$ cat src/sv/vps_pkg.sv
// package for the voice packetiser and scrambler
// widths, register indexes, reset values and the scramble function; no dependencies
package vps_pkg;

	localparam int MIC_W       = 12;
	localparam int SAMPLE_W    = 8;
	localparam int THR_W       = 8;
	localparam int LIMIT_W     = 16;
	localparam int KEY_W       = 8;
	localparam int RUN_W       = 16;
	localparam int POS_W       = 6;
	localparam int LEN_W       = 7;
	localparam int CFG_IDX_W   = 2;
	localparam int CFG_DATA_W  = 16;

	localparam int PACKET_BYTES_DEF = 64;

	localparam logic [THR_W-1:0]   THRESHOLD_RST = 8'd50;
	localparam logic [LIMIT_W-1:0] LIMIT_RST     = 16'd100;
	localparam logic [KEY_W-1:0]   KEY_RST       = 8'hA5;
	localparam logic [RUN_W-1:0]   RUN_MAX       = 16'hFFFF;

	typedef enum logic [CFG_IDX_W-1:0] {
		REG_SILENCE_THRESHOLD = 2'd0,
		REG_SILENCE_LIMIT     = 2'd1,
		REG_SCRAMBLE_KEY      = 2'd2
	} reg_idx_t;

	// release notice from the back end: a bank has had its last byte read
	typedef struct packed {
		logic valid;
		logic bank;
	} vps_done_t;

	function automatic int count_w(input int p);
		return $clog2(p + 1);
	endfunction

	function automatic int index_w(input int p);
		return (p > 1) ? $clog2(p) : 1;
	endfunction

	// xor with key^index, then rotate left by one
	function automatic logic [SAMPLE_W-1:0] scramble(input logic [SAMPLE_W-1:0] b,
			input logic [KEY_W-1:0] key, input logic [SAMPLE_W-1:0] idx);
		logic [SAMPLE_W-1:0] x;
		x = b ^ key ^ idx;
		return {x[SAMPLE_W-2:0], x[SAMPLE_W-1]};
	endfunction

endpackage

$ cat src/sv/vps_sample_if.sv
// sample channel interface: one microphone reading and the talk level
// depends on vps_pkg
interface vps_sample_if;
	logic                          valid;
	logic                          ready;
	logic [vps_pkg::MIC_W-1:0]     mic_reading;
	logic                          talk_active;

	modport source(output valid, mic_reading, talk_active, input ready);
	modport sink(input valid, mic_reading, talk_active, output ready);
endinterface

$ cat src/sv/vps_byte_if.sv
// output channel interface: one scrambled byte with its packet position
// depends on vps_pkg
interface vps_byte_if;
	logic                          valid;
	logic                          ready;
	logic [vps_pkg::SAMPLE_W-1:0]  scrambled_byte;
	logic [vps_pkg::POS_W-1:0]     byte_position;
	logic [vps_pkg::LEN_W-1:0]     packet_length;
	logic                          last_byte;

	modport source(output valid, scrambled_byte, byte_position, packet_length, last_byte,
		input ready);
	modport sink(input valid, scrambled_byte, byte_position, packet_length, last_byte,
		output ready);
endinterface

$ cat src/sv/vps_cfg_if.sv
// configuration write channel interface: register index and write data
// depends on vps_pkg
interface vps_cfg_if;
	logic                            valid;
	logic                            ready;
	logic [vps_pkg::CFG_IDX_W-1:0]   index;
	logic [vps_pkg::CFG_DATA_W-1:0]  data;

	modport source(output valid, index, data, input ready);
	modport sink(input valid, index, data, output ready);
endinterface

$ cat src/sv/vps_ram.sv
// generic single write, single read ram with registered read data
// no dependencies
module vps_ram #(
	parameter int WIDTH = 8,
	parameter int DEPTH = 128
) (
	input  logic                     clk,
	input  logic                     wr_en,
	input  logic [$clog2(DEPTH)-1:0] wr_addr,
	input  logic [WIDTH-1:0]         wr_data,
	input  logic                     rd_en,
	input  logic [$clog2(DEPTH)-1:0] rd_addr,
	output logic [WIDTH-1:0]         rd_data
);

	logic [WIDTH-1:0] mem_q [DEPTH];
	logic [WIDTH-1:0] rd_data_q;

	always_ff @(posedge clk) begin
		if (wr_en) begin
			mem_q[wr_addr] <= wr_data;
		end
		if (rd_en) begin
			rd_data_q <= mem_q[rd_addr];
		end
	end

	assign rd_data = rd_data_q;

endmodule

$ cat src/sv/vps_front.sv
// front end: takes samples, fills the current bank, tracks the silent run
// and queues a flush command per packet; depends on vps_pkg
module vps_front #(
	parameter int PACKET_BYTES = vps_pkg::PACKET_BYTES_DEF
) (
	input  logic                                   clk,
	input  logic                                   arst_n,
	input  logic                                   in_valid,
	output logic                                   in_ready,
	input  logic [vps_pkg::MIC_W-1:0]              mic_reading,
	input  logic                                   talk_active,
	input  logic [vps_pkg::THR_W-1:0]              threshold,
	input  logic [vps_pkg::LIMIT_W-1:0]            limit,
	output logic                                   wr_en,
	output logic [vps_pkg::index_w(PACKET_BYTES):0] wr_addr,
	output logic [vps_pkg::SAMPLE_W-1:0]           wr_data,
	output logic                                   cmd_push,
	output logic [vps_pkg::count_w(PACKET_BYTES):0] cmd_data,
	input  vps_pkg::vps_done_t                     done
);
	import vps_pkg::*;

	localparam int CW = count_w(PACKET_BYTES);
	localparam int IW = index_w(PACKET_BYTES);

	logic [CW-1:0]       fill_q;
	logic [CW-1:0]       fill_inc;
	logic [RUN_W-1:0]    run_q;
	logic [RUN_W-1:0]    run_nx;
	logic                bank_q;
	logic [1:0]          busy_q;
	logic [1:0]          busy_nx;
	logic [SAMPLE_W-1:0] sample;
	logic                store_ok;
	logic                flush;
	logic                accept;

	assign sample   = mic_reading[MIC_W-1 -: SAMPLE_W];
	assign in_ready = !busy_q[bank_q];
	assign accept   = in_valid && in_ready;
	assign store_ok = fill_q < CW'(PACKET_BYTES);
	assign fill_inc = store_ok ? fill_q + CW'(1) : fill_q;

	always_comb begin
		if (sample < threshold) begin
			run_nx = (run_q == RUN_MAX) ? run_q : run_q + RUN_W'(1);
		end else begin
			run_nx = '0;
		end
	end

	assign flush = talk_active && ((fill_inc == CW'(PACKET_BYTES)) || (run_nx > limit));

	assign wr_en    = accept && talk_active && store_ok;
	assign wr_addr  = {bank_q, fill_q[IW-1:0]};
	assign wr_data  = sample;
	assign cmd_push = accept && flush;
	assign cmd_data = {bank_q, fill_inc};

	always_comb begin
		busy_nx = busy_q;
		if (done.valid) begin
			busy_nx[done.bank] = 1'b0;
		end
		if (cmd_push) begin
			busy_nx[bank_q] = 1'b1;
		end
	end

	always_ff @(posedge clk or negedge arst_n) begin
		if (!arst_n) begin
			fill_q <= '0;
			run_q  <= '0;
			bank_q <= 1'b0;
			busy_q <= '0;
		end else begin
			busy_q <= busy_nx;
			if (accept) begin
				if (!talk_active) begin
					fill_q <= '0;
					run_q  <= '0;
				end else begin
					run_q  <= run_nx;
					fill_q <= flush ? '0 : fill_inc;
					if (flush) begin
						bank_q <= !bank_q;
					end
				end
			end
		end
	end

endmodule

$ cat src/sv/vps_cmd_fifo.sv
// two-entry command queue between front and back end
// no dependencies
module vps_cmd_fifo #(
	parameter int WIDTH = 8
) (
	input  logic             clk,
	input  logic             arst_n,
	input  logic             push,
	input  logic [WIDTH-1:0] push_data,
	input  logic             pop,
	output logic             empty,
	output logic [WIDTH-1:0] pop_data
);

	logic [WIDTH-1:0] mem_q [2];
	logic             wr_ptr_q;
	logic             rd_ptr_q;
	logic [1:0]       count_q;

	assign empty    = (count_q == 2'd0);
	assign pop_data = mem_q[rd_ptr_q];

	always_ff @(posedge clk) begin
		if (push) begin
			mem_q[wr_ptr_q] <= push_data;
		end
	end

	always_ff @(posedge clk or negedge arst_n) begin
		if (!arst_n) begin
			wr_ptr_q <= 1'b0;
			rd_ptr_q <= 1'b0;
			count_q  <= 2'd0;
		end else begin
			if (push) begin
				wr_ptr_q <= !wr_ptr_q;
			end
			if (pop) begin
				rd_ptr_q <= !rd_ptr_q;
			end
			case ({push, pop})
				2'b10:   count_q <= count_q + 2'd1;
				2'b01:   count_q <= count_q - 2'd1;
				default: count_q <= count_q;
			endcase
		end
	end

endmodule

$ cat src/sv/vps_back.sv
// back end: drains one queued packet a byte a cycle from the store while the output does not stall, and scrambles it
// depends on vps_pkg
module vps_back #(
	parameter int PACKET_BYTES = vps_pkg::PACKET_BYTES_DEF
) (
	input  logic                                   clk,
	input  logic                                   arst_n,
	input  logic                                   cmd_empty,
	input  logic [vps_pkg::count_w(PACKET_BYTES):0] cmd_data,
	output logic                                   cmd_pop,
	output logic                                   rd_en,
	output logic [vps_pkg::index_w(PACKET_BYTES):0] rd_addr,
	input  logic [vps_pkg::SAMPLE_W-1:0]           rd_data,
	input  logic [vps_pkg::KEY_W-1:0]              key,
	output logic                                   out_valid,
	input  logic                                   out_ready,
	output logic [vps_pkg::SAMPLE_W-1:0]           scrambled_byte,
	output logic [vps_pkg::POS_W-1:0]              byte_position,
	output logic [vps_pkg::LEN_W-1:0]              packet_length,
	output logic                                   last_byte,
	output vps_pkg::vps_done_t                     done
);
	import vps_pkg::*;

	localparam int CW = count_w(PACKET_BYTES);
	localparam int IW = index_w(PACKET_BYTES);

	logic          act_q;
	logic          bank_q;
	logic [CW-1:0] len_q;
	logic [IW-1:0] idx_q;
	logic          valid_s1;
	logic [IW-1:0] idx_s1;
	logic [CW-1:0] len_s1;
	logic          last_s1;
	logic          last_c;
	logic          adv;
	logic          issue;

	assign cmd_pop = !act_q && !cmd_empty;
	assign last_c  = (CW'(idx_q) + CW'(1)) == len_q;
	// the read data register holds while the output stalls
	assign adv     = !valid_s1 || out_ready;
	assign issue   = adv && act_q;

	assign rd_en   = issue;
	assign rd_addr = {bank_q, idx_q};

	assign done.valid = issue && last_c;
	assign done.bank  = bank_q;

	assign out_valid      = valid_s1;
	assign scrambled_byte = scramble(rd_data, key, SAMPLE_W'(idx_s1));
	assign byte_position  = POS_W'(idx_s1);
	assign packet_length  = LEN_W'(len_s1);
	assign last_byte      = last_s1;

	always_ff @(posedge clk) begin
		if (cmd_pop) begin
			bank_q <= cmd_data[CW];
			len_q  <= cmd_data[CW-1:0];
		end
		if (issue) begin
			idx_s1  <= idx_q;
			len_s1  <= len_q;
			last_s1 <= last_c;
		end
	end

	always_ff @(posedge clk or negedge arst_n) begin
		if (!arst_n) begin
			act_q    <= 1'b0;
			idx_q    <= '0;
			valid_s1 <= 1'b0;
		end else begin
			if (adv) begin
				valid_s1 <= act_q;
			end
			if (cmd_pop) begin
				act_q <= 1'b1;
				idx_q <= '0;
			end else if (issue) begin
				idx_q <= idx_q + IW'(1);
				if (last_c) begin
					act_q <= 1'b0;
				end
			end
		end
	end

endmodule

$ cat src/sv/voice_packetizer_scrambler_unit.sv
// top level of the voice packetiser and scrambler: config registers, front end,
// command queue, two-bank sample store and back end; depends on vps_pkg and all vps modules
//
// channel   | role   | transaction
// ----------+--------+-----------------------------------------------------------
// cfg       | sink   | one register write: index, data (ready is always high)
// samples   | sink   | one sample tick: mic_reading, talk_active
// tx_bytes  | source | one scrambled byte: byte, position, packet length, last mark
//
// a sample is taken while the bank it fills is free; the store has two
// banks so a new packet fills while the previous one drains
// a flushed packet of n bytes drains one byte a cycle while tx_bytes does not stall; its first byte
// follows the flushing sample via queue write, queue pop and store read; the single store read port sets the rate
// samples stall only when both banks still hold packets not yet read out
// a stall on tx_bytes holds the current byte and stops store reads, nothing else
// reset clears counts, bank flags and the queue; the store itself needs no clearing
module voice_packetizer_scrambler_unit #(
	parameter int PACKET_BYTES = vps_pkg::PACKET_BYTES_DEF
) (
	input  logic         clk,
	input  logic         arst_n,
	vps_cfg_if.sink      cfg,
	vps_sample_if.sink   samples,
	vps_byte_if.source   tx_bytes
);
	import vps_pkg::*;

	localparam int CW = count_w(PACKET_BYTES);
	localparam int IW = index_w(PACKET_BYTES);
	// bank bit on top of the in-packet index
	localparam int AW = IW + 1;
	localparam int RAM_DEPTH = 2 ** AW;

	// configuration registers
	logic [THR_W-1:0]   threshold_q;
	logic [LIMIT_W-1:0] limit_q;
	logic [KEY_W-1:0]   key_q;

	// store ports
	logic                wr_en;
	logic [AW-1:0]       wr_addr;
	logic [SAMPLE_W-1:0] wr_data;
	logic                rd_en;
	logic [AW-1:0]       rd_addr;
	logic [SAMPLE_W-1:0] rd_data;

	// command queue: {bank, packet length}
	logic          cmd_push;
	logic [CW:0]   cmd_push_data;
	logic          cmd_pop;
	logic          cmd_empty;
	logic [CW:0]   cmd_pop_data;

	// bank release from the back end
	vps_done_t     done;

	assign cfg.ready = 1'b1;

	always_ff @(posedge clk or negedge arst_n) begin
		if (!arst_n) begin
			threshold_q <= THRESHOLD_RST;
			limit_q     <= LIMIT_RST;
			key_q       <= KEY_RST;
		end else if (cfg.valid && cfg.ready) begin
			case (cfg.index)
				REG_SILENCE_THRESHOLD: threshold_q <= cfg.data[THR_W-1:0];
				REG_SILENCE_LIMIT:     limit_q     <= cfg.data[LIMIT_W-1:0];
				REG_SCRAMBLE_KEY:      key_q       <= cfg.data[KEY_W-1:0];
				default: ;
			endcase
		end
	end

	// front end: fill and flush decision
	vps_front #(
		.PACKET_BYTES(PACKET_BYTES)
	) u_front (
		.clk         (clk),
		.arst_n      (arst_n),
		.in_valid    (samples.valid),
		.in_ready    (samples.ready),
		.mic_reading (samples.mic_reading),
		.talk_active (samples.talk_active),
		.threshold   (threshold_q),
		.limit       (limit_q),
		.wr_en       (wr_en),
		.wr_addr     (wr_addr),
		.wr_data     (wr_data),
		.cmd_push    (cmd_push),
		.cmd_data    (cmd_push_data),
		.done        (done)
	);

	// at most two packets are outstanding, one per bank, so the queue never overflows
	vps_cmd_fifo #(
		.WIDTH(CW + 1)
	) u_cmd_fifo (
		.clk       (clk),
		.arst_n    (arst_n),
		.push      (cmd_push),
		.push_data (cmd_push_data),
		.pop       (cmd_pop),
		.empty     (cmd_empty),
		.pop_data  (cmd_pop_data)
	);

	// two-bank sample store
	vps_ram #(
		.WIDTH(SAMPLE_W),
		.DEPTH(RAM_DEPTH)
	) u_store (
		.clk     (clk),
		.wr_en   (wr_en),
		.wr_addr (wr_addr),
		.wr_data (wr_data),
		.rd_en   (rd_en),
		.rd_addr (rd_addr),
		.rd_data (rd_data)
	);

	// back end: drain and scramble
	vps_back #(
		.PACKET_BYTES(PACKET_BYTES)
	) u_back (
		.clk            (clk),
		.arst_n         (arst_n),
		.cmd_empty      (cmd_empty),
		.cmd_data       (cmd_pop_data),
		.cmd_pop        (cmd_pop),
		.rd_en          (rd_en),
		.rd_addr        (rd_addr),
		.rd_data        (rd_data),
		.key            (key_q),
		.out_valid      (tx_bytes.valid),
		.out_ready      (tx_bytes.ready),
		.scrambled_byte (tx_bytes.scrambled_byte),
		.byte_position  (tx_bytes.byte_position),
		.packet_length  (tx_bytes.packet_length),
		.last_byte      (tx_bytes.last_byte),
		.done           (done)
	);

endmodule
$ cat src/flat_wrapper.sv
// flat-port wrapper written by rule: the top's interface ports become plain ports
module voice_packetizer_scrambler_unit_flat import vps_pkg::*;
#(
	parameter int PACKET_BYTES = vps_pkg::PACKET_BYTES_DEF
)
  (clk, arst_n, cfg_valid, cfg_index, cfg_data, cfg_ready, samples_valid, samples_mic_reading, samples_talk_active, samples_ready, tx_bytes_valid, tx_bytes_scrambled_byte, tx_bytes_byte_position, tx_bytes_packet_length, tx_bytes_last_byte, tx_bytes_ready);
  vps_cfg_if cfg_i ();
  vps_sample_if samples_i ();
  vps_byte_if tx_bytes_i ();
  input  logic clk;
  input  logic arst_n;
  input wire logic [$bits(cfg_i.valid)-1:0] cfg_valid;
  input wire logic [$bits(cfg_i.index)-1:0] cfg_index;
  input wire logic [$bits(cfg_i.data)-1:0] cfg_data;
  output wire logic [$bits(cfg_i.ready)-1:0] cfg_ready;
  input wire logic [$bits(samples_i.valid)-1:0] samples_valid;
  input wire logic [$bits(samples_i.mic_reading)-1:0] samples_mic_reading;
  input wire logic [$bits(samples_i.talk_active)-1:0] samples_talk_active;
  output wire logic [$bits(samples_i.ready)-1:0] samples_ready;
  output wire logic [$bits(tx_bytes_i.valid)-1:0] tx_bytes_valid;
  output wire logic [$bits(tx_bytes_i.scrambled_byte)-1:0] tx_bytes_scrambled_byte;
  output wire logic [$bits(tx_bytes_i.byte_position)-1:0] tx_bytes_byte_position;
  output wire logic [$bits(tx_bytes_i.packet_length)-1:0] tx_bytes_packet_length;
  output wire logic [$bits(tx_bytes_i.last_byte)-1:0] tx_bytes_last_byte;
  input wire logic [$bits(tx_bytes_i.ready)-1:0] tx_bytes_ready;
  assign cfg_i.valid = cfg_valid;
  assign cfg_i.index = cfg_index;
  assign cfg_i.data = cfg_data;
  assign cfg_ready = cfg_i.ready;
  assign samples_i.valid = samples_valid;
  assign samples_i.mic_reading = samples_mic_reading;
  assign samples_i.talk_active = samples_talk_active;
  assign samples_ready = samples_i.ready;
  assign tx_bytes_valid = tx_bytes_i.valid;
  assign tx_bytes_scrambled_byte = tx_bytes_i.scrambled_byte;
  assign tx_bytes_byte_position = tx_bytes_i.byte_position;
  assign tx_bytes_packet_length = tx_bytes_i.packet_length;
  assign tx_bytes_last_byte = tx_bytes_i.last_byte;
  assign tx_bytes_i.ready = tx_bytes_ready;
  voice_packetizer_scrambler_unit #(.PACKET_BYTES(PACKET_BYTES)) u_core (.clk(clk), .arst_n(arst_n), .cfg(cfg_i), .samples(samples_i), .tx_bytes(tx_bytes_i));
endmodule
$ cat config.mk
export PLATFORM = sky130hd
export DESIGN_NAME = voice_packetizer_scrambler_unit_flat
export DESIGN_NICKNAME = d
export VERILOG_FILES = /design/src/sv/vps_pkg.sv /design/src/sv/vps_sample_if.sv /design/src/sv/vps_byte_if.sv /design/src/sv/vps_cfg_if.sv /design/src/sv/vps_ram.sv /design/src/sv/vps_front.sv /design/src/sv/vps_cmd_fifo.sv /design/src/sv/vps_back.sv /design/src/sv/voice_packetizer_scrambler_unit.sv /design/src/flat_wrapper.sv
export SDC_FILE = /design/constraint.sdc
export NUM_CORES = 1
export LEC_CHECK = 0
export ABC_CLOCK_PERIOD_IN_PS = 5100
export BUFFER_PORTS_ARGS = -buffer_cell sky130_fd_sc_hd__buf_2
export CAP_MARGIN = 20
export CORE_MARGIN = 2
export CORE_UTILIZATION = 60
export DETAILED_ROUTE_END_ITERATION = 10
export PLACE_DENSITY = 0.76
export SYNTH_ARGS = -nofsm -noshare
export SYNTH_HDL_FRONTEND = slang
export SYNTH_SLANG_ARGS = --single-unit
$ cat constraint.sdc
create_clock -name clk -period 5.1 [get_ports clk]
set_clock_uncertainty 0.2 [all_clocks]
set_input_delay 0 -clock clk [delete_from_list [all_inputs] [get_ports clk]]
set_output_delay 0 -clock clk [all_outputs]
set_load 0.02 [all_outputs]
After elaboration in Yosys (flattened, before gate mapping) --
Memory sizes are Yosys's and may differ from the RTL's. A register that Yosys moved wholly into a read port is not among the register bits. Index checks and enable logic that the tools add are counted.
Cells by class: $lt $le $gt $ge 7, muxes and demuxes 24, equal/unequal tests 7, bitwise operators 5, reductions and logical operators 29, $add $sub $neg 6
Operators with widths (number):
- 16-bit two-way mux | 3
- 7-bit two-way mux | 3
- 16-bit by 1-bit adder with 16-bit output (second input constant) | 1
- 16-bit equality test (second input constant) | 1
- 16-bit > comparator | 1
- 6-bit two-way mux | 2
- 1-bit two-way mux | 11
- 1-bit logical AND | 10
- 8-bit less-than comparator | 1
- 2-bit AND reduction | 4
- 8-bit by 6-bit XOR with 8-bit output | 1
- 8-bit XOR | 1
- 6-bit by 1-bit adder with 7-bit output (second input constant) | 1
- 7-bit by 1-bit adder with 7-bit output (second input constant) | 1
- 7-bit equality test | 1
- 7-bit equality test (second input constant) | 1
- 1-bit zero test | 7
- 7-bit less-than comparator (second input constant) | 1
- 6-bit by 1-bit adder with 6-bit output (second input constant) | 1
- 2-bit nonzero test | 3
- 2-bit by 1-bit equality test with 1-bit output (second input constant) | 2
- 2-bit equality test (second input constant) | 2
- 2-bit zero test | 2
- 1-bit by 2-bit less-than comparator with 1-bit output (second input constant) | 2
- other kinds (11) | 15
Word-level totals: memories kept 2, logic and storage cells 96, register bits 84, input port bits 36, RAM bits 1040
Memories:
- u_core.u_store.mem_q | words 128, width 8, rd ports 1, clocked after Yosys merged registers in 1, write ports 1, line vps_ram.sv:16 | logic [WIDTH-1:0] mem_q [DEPTH];
- u_core.u_cmd_fifo.mem_q | words 2, width 8, rd ports 1, clocked after Yosys merged registers in 1, write ports 1, line vps_cmd_fifo.sv:15 | logic [WIDTH-1:0] mem_q [2];

Longest topological paths before layout --
word-level depth 9, gate-level depth with buffers 19

By module --
Synthesis repeated with hierarchy kept, for this count alone.
Second synthesis, totals: cells, all modules 2159, area total of the unflattened synthesis 45591.2 µm²
By module, submodules not included:
- vps_ram | times used 1, area each 39745.6 µm², sequential area each 30989.7 µm², cells an instance 1635
- vps_front | times used 1, area each 2488.6 µm², sequential area each 650.6 µm², cells an instance 314
- vps_back | times used 1, area each 1357.6 µm², sequential area each 860.8 µm², cells an instance 100
- voice_packetizer_scrambler_unit | times used 1, area each 1246.2 µm², sequential area each 813.3 µm², cells an instance 70
- vps_cmd_fifo | times used 1, area each 753.2 µm², sequential area each 580.6 µm², cells an instance 40

Least setup slack after synthesis --
No wires, ideal clock.
path kind register -> register, from register u_core.u_front.run_q[0], to memory u_core.u_cmd_fifo.mem_q[1][0] (enable), buffers on the path 1, setup time 0.371 ns, data arrival time 3.750 ns, stages on the path, launching flop included 15, path slack 0.780 ns, data required time 4.529 ns, clock period less this slack 4.320 ns, cells stage by stage dfrtp_1 ha_1 nand3_1 nor4_4 nand2_1 clkbuf_1 nand2_1 xor2_1 nor2_1 ha_1 nand4_1 a2111o_1 a41oi_1 o21bai_1 nor2_1
On the way: cells in the longest elaborated chain, start to end 9, elaborated cells between the ends (all ways) 10, classes of those cells add/sub: 1; order compare: 1; eq/ne: 1; mux: 4; reduce/logical: 3
RTL lines:
- start, declared | line vps_front.sv:28 | logic [RUN_W-1:0] run_q;
- start signal, assigned | line vps_front.sv:83 | run_q <= run_nx;
- 16-bit by 1-bit adder with 16-bit output / 16-bit equality test (equally long branches) | line vps_front.sv:46 | run_nx = (run_q == RUN_MAX) ? run_q : run_q + RUN_W'(1);
- 16-bit two-way mux (*) | line vps_front.sv:46
- 16-bit two-way mux (*) | line vps_front.sv:45 | if (sample < threshold) begin
- 16-bit > comparator (*) | line vps_front.sv:52 | assign flush = talk_active && ((fill_inc == CW'(PACKET_BYTES)) || (run_nx > limit));
- 1-bit logical OR (*) | line vps_front.sv:52
- 1-bit logical AND (*) | line vps_front.sv:52
- 1-bit logical AND (*) | line vps_front.sv:57 | assign cmd_push = accept && flush;
- 1-bit two-way mux (*) | line vps_cmd_fifo.sv:24 | if (push) begin
- 1-bit two-way mux (implied by the code) (*) | line vps_cmd_fifo.sv:25 | mem_q[wr_ptr_q] <= push_data;
- end, declared | line vps_cmd_fifo.sv:15
Every way passes the cells marked *; elsewhere a longest branch is shown, timed or not.

Worst setup path after layout --
from register u_core.u_front.run_q[0], to memory u_core.u_cmd_fifo.mem_q[1][2] (enable)
Same word-level chain as after synthesis.

==> qor.yml <==
rows: 100
grt_pass1_wl_um: 151000
final_common_cell: "edfxtp_1"
grt_setup_unrepaired: "false"
tns_ps: 0
dr.first_iter.drc_count: 2761
grt_util_all_layers: 0.264
synth_top_area_cell: "edfxtp_1"
coreArea_um2: 74700
cts_tree: "built"
dieHeight_um: 279
io_buffers: 55
numClockSinks: 1140
drv_cap: 0
syn_to_final_growth_pct: 12.2
crit_type: "reg -> reg"
synth.area.top_cells: "edfxtp_1 (71%), mux4_2 (9.5%), dfrtp_1 (3.3%)"
ir_drop_mv: 0.388
synth_edf_count: 1070
drc: 0
dieArea_um2: 78000
total_power_mw: 24.6
synth_cell_type_count: 65
period_minus_slack_ps: 4780
cp-start-kind: "flip-flop"
ios: 61
firstDrtPassIters: 5
ys_ff_latch: 1140
status: "finished, final reports clean"
overflow: 0
grt_max_degree: 129
seq_area_frac_synth: 0.746
max_freq_ghz: 0.209
relSlewSlack: 0.255
critPathLaunch: "u_core.u_front.run_q[0]"
async_flop_share: 0.0614
hold_viol: 0
netlist_area_um2: 45500
synth_nets: 2474
most-common-layout-cells: "edfxtp_1 (1,070), mux4_2 (192), nor2_1 (177)"
antenna_left: 0
p_leak_nw: 16.4
grt_pass1_vias: 24100
slew_violations: 0
timing.rr.start: "u_core.u_front.run_q[0]"
viasPerCell: 6.57
synth_cells: 2411
setup_viol: 0
whs_ps: 53.2
critPathRequiredTime_ps: 5200
routed_wl_um: 102000
cts_setup_buffers: 0
initial_utilization: 0.609
final_cell_area_um2: 51000
die-width_um: 279
cts.path.max_buffers: 3
worst_pin_slew_ps: 1120
antenna_found_initial: 2
cp_max_fo: 16
arrival_ps: 4890
final_nets: 2623
gp_congestion: 0.879
synth_top_area_frac: 0.707
finalCritPeriodShare: 0.938
place_hpwl_um: 60100
power.density_nw_per_um2: 482
clkLatencyLatePin_ps: 670
drive_gt1_frac: 0.228
num_vias: 23800
place_area_um2: 46900
ys.flop_type: "edfxtp_1"
hold_start: "samples_talk_active"
yosysWarnings: 0
hp-class: "in -> reg"
avgRoutedWirePerCell_um: 28.1
n_fill_cell: 4533
htree_levels: 3
cts_root_buf: "clkbuf_16"
postSynthAreaPerCell_um2: 18.9
diodes: 0
clkTransAtPathRegs_ps: 60
crit_path_end_kind: "flip-flop"
numCtsBuffers: 109
==> registers in the layout, indices dropped and copies added, names as in the netlist <==
signal,cells
u_core.key_q,8
u_core.limit_q,16
u_core.threshold_q,8
u_core.u_back.act_q,1
u_core.u_back.bank_q,1
u_core.u_back.byte_position,6
u_core.u_back.idx_q,6
u_core.u_back.last_byte,1
u_core.u_back.len_q,7
u_core.u_back.out_valid,1
u_core.u_back.packet_length,7
u_core.u_cmd_fifo.count_q,2
u_core.u_cmd_fifo.mem_q,16
u_core.u_cmd_fifo.rd_ptr_q,1
u_core.u_cmd_fifo.wr_ptr_q,1
u_core.u_front.bank_q,1
u_core.u_front.busy_q,2
u_core.u_front.fill_q,7
u_core.u_front.run_q,16
u_core.u_store.mem_q,1024
u_core.u_store.rd_data,8
==> per-layer routing <==
metal | vias up | wire length (um) | global-route usage
li1 | 10100 | - | -
met1 | 12200 | 38900 | 0.361
met2 | 1259 | 49000 | 0.420
met3 | 210 | 9680 | 0.0591
met4 | 4 | 3960 | 0.102
met5 | - | 28 | 0
==> path summary, 6_finish.rpt <==
kind	endpoint	slack (ps)	depth (start not counted)
worst max-delay path	u_core.u_cmd_fifo.mem_q[1][2]	320	13
worst min-delay path	u_core.u_front.fill_q[6]	50	4
worst max register to register	u_core.u_cmd_fifo.mem_q[1][2]	320	13
worst min register to register	u_core.u_cmd_fifo.count_q[1]	270	1
max in group asynchronous	u_core.threshold_q[0]	3980	4
min in group asynchronous	u_core.key_q[5]	350	3
==> layout make-up <==
cell class	count	area (um^2)	area share
inverters	32	120	0.00236
clock inverters	64	613	0.0120
flip-flops and latches	1140	33900	0.665
repair buffers	176	1470	0.0289
well taps	969	1210	0.0238
multi-input cells	1101	10800	0.212
clock buffers	137	2870	0.0564
==> logic make-up (layout without fill, tap and decap cells) <==
| logic type | after synthesis | in the layout | synth area share |
|---|---|---|---|
| other | 1 | 1 | 0.0000825 |
| adder cells (fa/ha/maj) | 27 | 27 | 0.00743 |
| AO/OA/AOI/OAI | 322 | 322 | 0.0506 |
| XOR/XNOR | 44 | 44 | 0.00848 |
| multiplexers | 358 | 358 | 0.134 |
| buffers and inverters | 170 | 409 | 0.0174 |
| AND/OR/NAND/NOR | 349 | 349 | 0.0361 |
| flip-flops | 1140 | 1140 | 0.746 |
==> timing repair <==
| action | 4_1_cts | 5_1_grt |
|---|---|---|
| hold buffers | 57 | 0 |
| hold endpoints to repair | 581 | 0 |
| gates resized for setup | 0 | 1 |
| endpoints found under the setup margin | 0 | 8 |
==> power breakdown <==
part / internal (mW) / total, mW / switching (mW)
clock: 4.46 / 7.84 / 3.38
sequential: 10.5 / 10.9 / 0.368
combinational: 2.56 / 5.81 / 3.25
==> critical path, cell delays in order, from the launching register on <==
cell and delay, ps:
dfrtp_1 430, ha_1 220, nand3_1 240, nor4_4 330, nand2_1 370, nand4_1 300, xor2_1 170, nor2_1 60
ha_1 300, nand4_1 160, a2111o_1 380, a41oi_1 340, o21bai_1 330, nor2_1 580
==> per-stage QoR <==
| step | setup WS, ps | util | std cells |
|---|---|---|---|
| floorplan | 780 | - | 2411 |
| global placement | 508 | 0.628 | 3360 |
| detailed placement | 286 | 0.628 | 3360 |
| CTS | 278 | 0.682 | 3618 |
| global route | 1.34 | 0.683 | 3619 |
| finish | 317 | 0.683 | 3619 |
==> Yosys cell counts (5+ instances only) <==
cell / n
and2_1: 6
xor2_1: 13
buf_2: 42
dfrtp_1: 60
o21ai_0: 61
buf_1: 8
nor3_1: 10
o221ai_1: 24
mux2i_1: 68
nor2b_1: 14
nand4_1: 10
nand2_1: 50
nand2b_1: 10
dfstp_2: 10
ha_1: 27
a221o_1: 16
mux4_2: 192
a221oi_2: 8
inv_1: 32
nand3b_1: 10
buf_6: 8
a221oi_1: 9
nor2_1: 180
edfxtp_1: 1070
clkbuf_1: 74
a22o_1: 20
and3_1: 6
xnor2_1: 31
a21oi_1: 44
a211oi_1: 5
mux2_2: 98
a21o_1: 7
a22oi_1: 80
nand3_1: 28
o22ai_1: 26
Power figures use the tool's default switching activity.
